--- src/hdl/transposition_table_probe_store_macros.svh ---
// ----------------------------------------------------------------------------
// Transposition table probe store assertion macros
// Concurrent assertion wrappers that compile away when NO_ASSERTIONS is set.
// ----------------------------------------------------------------------------
`ifndef TRANSPOSITION_TABLE_PROBE_STORE_MACROS_SVH
`define TRANSPOSITION_TABLE_PROBE_STORE_MACROS_SVH

`ifndef NO_ASSERTIONS
// Expression must hold at every rising clock edge outside reset.
`define TTPS_ASSERT(label, clk, rst_n, expr, msg) \
	label: assert property (@(posedge clk) disable iff (!rst_n) (expr)) else $error(msg);
// When the antecedent holds, the consequent must hold in the next cycle.
`define TTPS_ASSERT_NEXT(label, clk, rst_n, ante, cons, msg) \
	label: assert property (@(posedge clk) disable iff (!rst_n) (ante) |=> (cons)) else $error(msg);
`else
`define TTPS_ASSERT(label, clk, rst_n, expr, msg)
`define TTPS_ASSERT_NEXT(label, clk, rst_n, ante, cons, msg)
`endif

`endif

--- src/hdl/ttps_pkg.sv ---
// ----------------------------------------------------------------------------
// Transposition table probe store package
// Shared types, register codes and constants of the probe store.
// ----------------------------------------------------------------------------
`default_nettype none

package ttps_pkg;

	localparam int KEY_W         = 64;
	localparam int ENTRIES_DEF   = 65536;
	localparam int MAX_DEPTH_DEF = 64;
	localparam int CFG_IDX_W     = 2;
	localparam int CFG_DATA_W    = 32;

	localparam logic [14:0] THR_RST     = 15'd28000;
	localparam logic [14:0] MATE_RST    = 15'd29000;
	localparam logic [31:0] NO_MOVE_RST = 32'd0;

	typedef enum logic [CFG_IDX_W-1:0] {
		CFG_MATE_THRESHOLD = 2'd0,
		CFG_MATE_SCORE     = 2'd1,
		CFG_NO_MOVE_CODE   = 2'd2
	} cfg_reg_t;

	typedef enum logic {
		OP_STORE = 1'b0,
		OP_PROBE = 1'b1
	} op_t;

	typedef enum logic [1:0] {
		BOUND_UPPER   = 2'd0,
		BOUND_LOWER   = 2'd1,
		BOUND_EXACT   = 2'd2,
		BOUND_INVALID = 2'd3
	} bound_t;

	typedef struct packed {
		logic               op;
		logic [KEY_W-1:0]   key;
		logic [31:0]        move_in;
		logic signed [15:0] score_in;
		logic [1:0]         bound_flag;
		logic [5:0]         depth_in;
		logic signed [15:0] alpha;
		logic signed [15:0] beta;
		logic [5:0]         ply;
	} in_item_t;

	typedef struct packed {
		logic               key_match;
		logic [31:0]        move_out;
		logic               depth_ok;
		logic               cutoff;
		logic signed [15:0] score_out;
	} out_item_t;

	// One table entry as kept in the memory.
	typedef struct packed {
		logic               valid;
		logic [KEY_W-1:0]   key;
		logic [31:0]        move;
		logic signed [15:0] score;
		logic [5:0]         depth;
		bound_t             flag;
	} entry_t;

	typedef enum logic [2:0] {
		ST_CLEAR,
		ST_IDLE,
		ST_INDEX,
		ST_ACCESS,
		ST_EVAL,
		ST_FINISH
	} state_t;

	typedef struct packed {
		logic load_item;
		logic idx_step;
		logic clr_write;
		logic mem_write;
		logic mem_read;
		logic eval_load;
		logic out_load;
	} ctrl_cmd_t;

	typedef struct packed {
		logic clr_last;
		logic op_probe;
		logic out_free;
	} ctrl_sts_t;

	function automatic bit is_pow2(input int n);
		return (n & (n - 1)) == 0;
	endfunction

endpackage

`default_nettype wire

--- src/hdl/ttps_ctrl.sv ---
// ----------------------------------------------------------------------------
// Transposition table controller
// Sequences the clearing pass and each store or probe through the datapath.
// ----------------------------------------------------------------------------
`default_nettype none

module ttps_ctrl import ttps_pkg::*; #(
	parameter int ENTRIES = ENTRIES_DEF
) (
	input  wire logic      clk,
	input  wire logic      arst_n,
	input  wire logic      in_valid,
	output logic           in_ready,
	output ctrl_cmd_t      cmd,
	input  wire ctrl_sts_t sts
);

	localparam bit IDX_POW2 = is_pow2(ENTRIES);
	localparam int CW = $clog2(KEY_W / 4);
	localparam logic [CW-1:0] CNT_LAST = CW'(KEY_W / 4 - 1);

	state_t state_q;
	state_t state_nxt;
	logic [CW-1:0] cnt_q;

	always_ff @(posedge clk or negedge arst_n) begin
		if (!arst_n) begin
			state_q <= ST_CLEAR;
		end else begin
			state_q <= state_nxt;
		end
	end

	// Nibble counter of the index unit; wraps back to zero on the last step.
	always_ff @(posedge clk or negedge arst_n) begin
		if (!arst_n) begin
			cnt_q <= '0;
		end else if (state_q == ST_INDEX) begin
			cnt_q <= cnt_q + CW'(1);
		end
	end

	always_comb begin
		state_nxt = state_q;
		unique case (state_q)
			ST_CLEAR: begin
				if (sts.clr_last) begin
					state_nxt = ST_IDLE;
				end
			end
			ST_IDLE: begin
				if (in_valid) begin
					state_nxt = IDX_POW2 ? ST_ACCESS : ST_INDEX;
				end
			end
			ST_INDEX: begin
				if (cnt_q == CNT_LAST) begin
					state_nxt = ST_ACCESS;
				end
			end
			ST_ACCESS: state_nxt = sts.op_probe ? ST_EVAL : ST_FINISH;
			ST_EVAL:   state_nxt = ST_FINISH;
			ST_FINISH: begin
				if (sts.out_free) begin
					state_nxt = ST_IDLE;
				end
			end
			default: state_nxt = ST_IDLE;
		endcase
	end

	always_comb begin
		cmd      = '0;
		in_ready = 1'b0;
		unique case (state_q)
			ST_CLEAR: cmd.clr_write = 1'b1;
			ST_IDLE: begin
				in_ready      = 1'b1;
				cmd.load_item = in_valid;
			end
			ST_INDEX: cmd.idx_step = 1'b1;
			ST_ACCESS: begin
				cmd.mem_write = !sts.op_probe;
				cmd.mem_read  = sts.op_probe;
			end
			ST_EVAL:   cmd.eval_load = 1'b1;
			ST_FINISH: cmd.out_load  = sts.out_free;
			default: ;
		endcase
	end

endmodule

`default_nettype wire

--- config.mk ---
export PLATFORM = sky130hd
export DESIGN_NAME = ttps_ctrl
export DESIGN_NICKNAME = d
export VERILOG_FILES = /design/src/hdl/transposition_table_probe_store_macros.svh /design/src/hdl/ttps_pkg.sv /design/src/hdl/ttps_ctrl.sv
export SDC_FILE = /design/constraint.sdc
export NUM_CORES = 1
export LEC_CHECK = 0
export CAP_MARGIN = 20
export CELL_PAD_IN_SITES_DETAIL_PLACEMENT = 1
export CELL_PAD_IN_SITES_GLOBAL_PLACEMENT = 2
export CORE_AREA = 2 2 39 41
export CTS_BUF_LIST = sky130_fd_sc_hd__clkbuf_16
export CTS_CLUSTER_SIZE = 10
export DETAILED_ROUTE_END_ITERATION = 16
export DIE_AREA = 0 0 41 43
export DONT_BUFFER_PORTS = 1
export PLACE_DENSITY_LB_ADDON = 0.1
export SYNTH_ARGS = -nofsm -noshare
export SYNTH_HDL_FRONTEND = slang
export SYNTH_SLANG_ARGS = --single-unit
--- constraint.sdc ---
create_clock -name clk -period 3.2 [get_ports clk]
set_input_delay 0.48 -clock clk [delete_from_list [all_inputs] [get_ports clk]]
set_output_delay 0.48 -clock clk [all_outputs]
set_load 0.03 [all_outputs]
After elaboration in Yosys (flattened, before gate mapping). Index checks and enable logic that the tools add are counted.

Equal/unequal tests: 10. Reduce and logical (&&, ||, !) cells: 3. $add $sub $neg: 1. Mux-type cells: 13.

Operator list (count): 3-bit case mux with 6 select lines (1); 3-bit two-way mux (4); 1-bit two-way mux (7); 3-bit by 2-bit equality test with 1-bit output, second input constant (2); 3-bit equality test, second input constant (2); 2-bit inequality test, second input constant (3); 4-bit by 1-bit adder with 4-bit output, second input constant (1); 4-bit equality test, second input constant (1); 4-bit AND reduction (1); 3-bit by 1-bit equality test with 1-bit output, second input constant (1); 3-bit zero test (1); 2-bit two-way mux (1); 2-bit by 1-bit inequality test with 1-bit output, second input constant (1); 1-bit zero test (1).

Register bits after elaboration: 7. Input port bits: 6.

Logic depth before layout (Yosys ltp).
Depth in word-level cells: 3. Mapped depth: 4. Depth with buffers taken out: 3.

Worst setup path before layout. OpenSTA, ideal clock, no wires.

Path type: flip-flop to output port. Start: reg state_q[2]. End: out cmd[4] (netlist bit). Cell stages (with the launch flop): 2. Setup slack: 1.568 ns. Arrival: 1.152 ns. Path buffers: 0. Path through: dfrtp_1 nor3_1.

RTL lines: start, declared (RTL line ttps_ctrl.sv:22) `state_t state_q;`; start signal, assigned (RTL line ttps_ctrl.sv:30) `state_q <= state_nxt;`; end, declared (RTL line ttps_ctrl.sv:14) `output ctrl_cmd_t cmd,`.

==> flow_summary.json <==
{
  "run_status": "finished, final reports clean",
  "first_iter_violations": 1,
  "htreeDepth": 1,
  "crit_path_start_kind": "flip-flop",
  "via_count": 250,
  "clkPwrFrac_pct": 38.7,
  "cts_buffers": 3,
  "instances_no_fill": 53,
  "min_period_ns": 1.92,
  "die_h_um": 43,
  "grt_pass1_vias": 278,
  "intPower_w": 0.000342,
  "vias_per_cell": 4.72,
  "post_synth_inst_count": 33,
  "cap_violations": 0,
  "cts_hold_buf": 1,
  "crit_type": "flip-flop to output port",
  "r2r-end": "cnt_q[1]",
  "power_leakage_nw": 0.203,
  "crit_path_max_incr_delay_ns": 0.76,
  "peakVddDrop_uv": 308,
  "slew_headroom_pct": 39.9,
  "reg2regPathDepth": 2,
  "critPathRequiredTime_ns": 2.72,
  "first_pass_iters": 2,
  "port_buffers": 0,
  "path_cells": "nor3_1",
  "skew_ns": 0.00191,
  "synth.distinct_cells": 20,
  "ys_seq_elements": 7,
  "grt_setup_unrepaired": "false",
  "clockRootBuffer": "clkbuf_16",
  "power_density_nw_per_um2": 1170,
  "clkLatencyLatePin_ns": 0.23,
  "p_seq_share_pct": 31.1,
  "slew_violations": 0,
  "power.share.switching_pct": 36.4,
  "chipWidth_um": 41,
  "final-setup-viol-count": 0,
  "dpl.cell_count": 48,
  "clock-sinks": 7,
  "finalSetupTns_ns": 0,
  "fmax_ghz": 0.520,
  "synth_area_per_cell_um2": 10.9,
  "boundaryPins": 14,
  "grt_pass1_wl_mm": 1.15,
  "cts_max_path_buffers": 2,
  "synth_area_um2": 360,
  "power_frac_comb_pct": 30.2,
  "end_kind": "output port",
  "gp_congestion": 0.597,
  "num_rows": 14,
  "power.net_switching_w": 0.000196,
  "cts.clk_slew.worst_paths_ns": 0.04,
  "min_path_type": "flip-flop to flip-flop",
  "cpLargestDelayFamily": "simple AND/OR/NAND/NOR gates",
  "wire_per_inst_um": 14.2,
  "n_antenna_cell": 0,
  "core_um2": 1380,
  "final_common_cell": "dfrtp_1",
  "yosys_warnings": 0,
  "drc": 0,
  "routed_wl_um": 752,
  "register_area_um2": 175,
  "grt_max_degree": 10,
  "cts_resized": 0,
  "fillers": 156,
  "grt_usage_pct": 10.9,
  "cp-endpoint": "cmd[4]",
  "syn_to_final_growth_pct": 28.1,
  "syn_nets": 40,
  "grt-ovfl-total": 0,
  "cp_max_fo": 6,
  "final_cell_mix": "dfrtp_1 (7), nor2_1 (3), clkbuf_16 (3)",
  "seq_area_frac_synth_pct": 48.6,
  "hpwlAfterDp_um": 570,
  "ant_nets": 0,
  "cp_slowest_cell": "nor3_1",
  "critPathLaunch": "state_q[2]",
  "critPathArrivalTime_ns": 1.44,
  "multi_input_area_um2": 178,
  "antenna_found_initial": 0,
  "dieArea_um2": 1760,
  "cts_tree": "built",
  "fin_crit_sh_pct": 60.1,
  "cp.depth": 1,
  "rr_startpoint": "state_q[0]",
  "nets": 45,
  "finalHoldViolations": 0,
  "cts_setup_buffers": 0,
  "initial_utilization_pct": 26.0,
  "path_buf_inv": 0,
  "drive_gt1_share_pct": 27.0,
  "r2r_slack_ns": 1.65,
  "worst-slew-pin-transition_ns": 0.895
}
[per-stage QoR]
stage / util, % / setup slack (ns) / power, W / instance area, µm² / hold slack [ns]
after floorplan: - / 1.57 / 0.000312 / 360 / 0.184
after global placement: 26.9 / 1.52 / 0.000327 / 373 / 0.185
after detailed placement: 26.9 / 1.52 / 0.000332 / 373 / 0.185
after CTS: 33.4 / 1.26 / 0.000549 / 462 / 0.476
after global routing: 33.4 / 1.23 / 0.000574 / 462 / 0.495
final: 33.4 / 1.28 / 0.000538 / 462 / 0.471
[per-layer routing]
layer  routed length [µm]  global-route usage [%]  share of wire, %
met1                  272                    9.90                36
met2                  410                    15.6                55
met3                   59                    6.81               7.8
met4                    9                    10.0               1.2
met5                    0                       0                 0
[synthesized netlist by cell type]
| library cell | count | area (µm²) |
|---|---|---|
| nor2b_1 | 2 | 12.5 |
| nand2_1 | 2 | 7.51 |
| nor3_1 | 1 | 5.00 |
| nand4_1 | 1 | 6.26 |
| ha_1 | 1 | 12.5 |
| or2_2 | 1 | 6.26 |
| nor3b_4 | 1 | 18.8 |
| buf_4 | 1 | 7.51 |
| nor4_1 | 1 | 6.26 |
| xor2_1 | 1 | 8.76 |
| nand2b_1 | 1 | 6.26 |
| nor2_1 | 3 | 11.3 |
| and2_2 | 2 | 15.0 |
| mux2_2 | 1 | 11.3 |
| dfrtp_1 | 7 | 175 |
| and3_2 | 2 | 15.0 |
| a211oi_1 | 1 | 7.51 |
| o21ai_0 | 1 | 5.00 |
| nand3_1 | 1 | 5.00 |
| xnor2_1 | 2 | 17.5 |
[worst min-delay path by stage]
stage | slack [ns] | end | from | cells past startpoint
3_3_place_gp | 0.18 | state_q[1] | arst_n | 0
6_report | 0.47 | cnt_q[3] | cnt_q[3] | 1
3_5_place_dp | 0.18 | state_q[1] | arst_n | 0
2_1_floorplan | 0.18 | cnt_q[0] | arst_n | 0
4_1_cts | 0.48 | cnt_q[3] | cnt_q[3] | 1
5_1_grt | 0.49 | cnt_q[3] | cnt_q[3] | 1
[power by group through the flow]
stage | Clock [W] | Combinational [W] | Sequential (W)
global route | 0.000223 | 0.000177 | 0.000174
CTS | 0.000214 | 0.000166 | 0.000168
detailed placement | 0 | 0.000163 | 0.000170
floorplan | 0 | 0.000162 | 0.000151
global placement | 0 | 0.000161 | 0.000167
finish | 0.000208 | 0.000163 | 0.000168
[cell families (layout without fill, tap and decap cells)]
family | Yosys count | count (layout) | share of synthesized area [%]
xor gates and xnor gates | 3 | 3 | 7.29
muxes | 1 | 1 | 3.12
buffers and inverters | 1 | 5 | 2.08
and+or+nand+nor | 18 | 18 | 31.9
adders and majority gates | 1 | 1 | 3.47
AOI/OAI and AO/OA | 2 | 2 | 3.47
DFF | 7 | 7 | 48.6
[state kept, by name, indices dropped and copies added (netlist names)]
name / cells
state_q: 3
cnt_q: 4
[cell type report]
cell class / instances / share of cell area [%]
Clock inverter: 1 / 0.813
Tap cell: 16 / 4.34
Clock buffer: 3 / 16.3
Multi-Input combinational cell: 25 / 38.5
Sequential cell: 7 / 37.9
Timing Repair Buffer: 1 / 2.17
No activity file was read; power rests on OpenSTA's default activity.
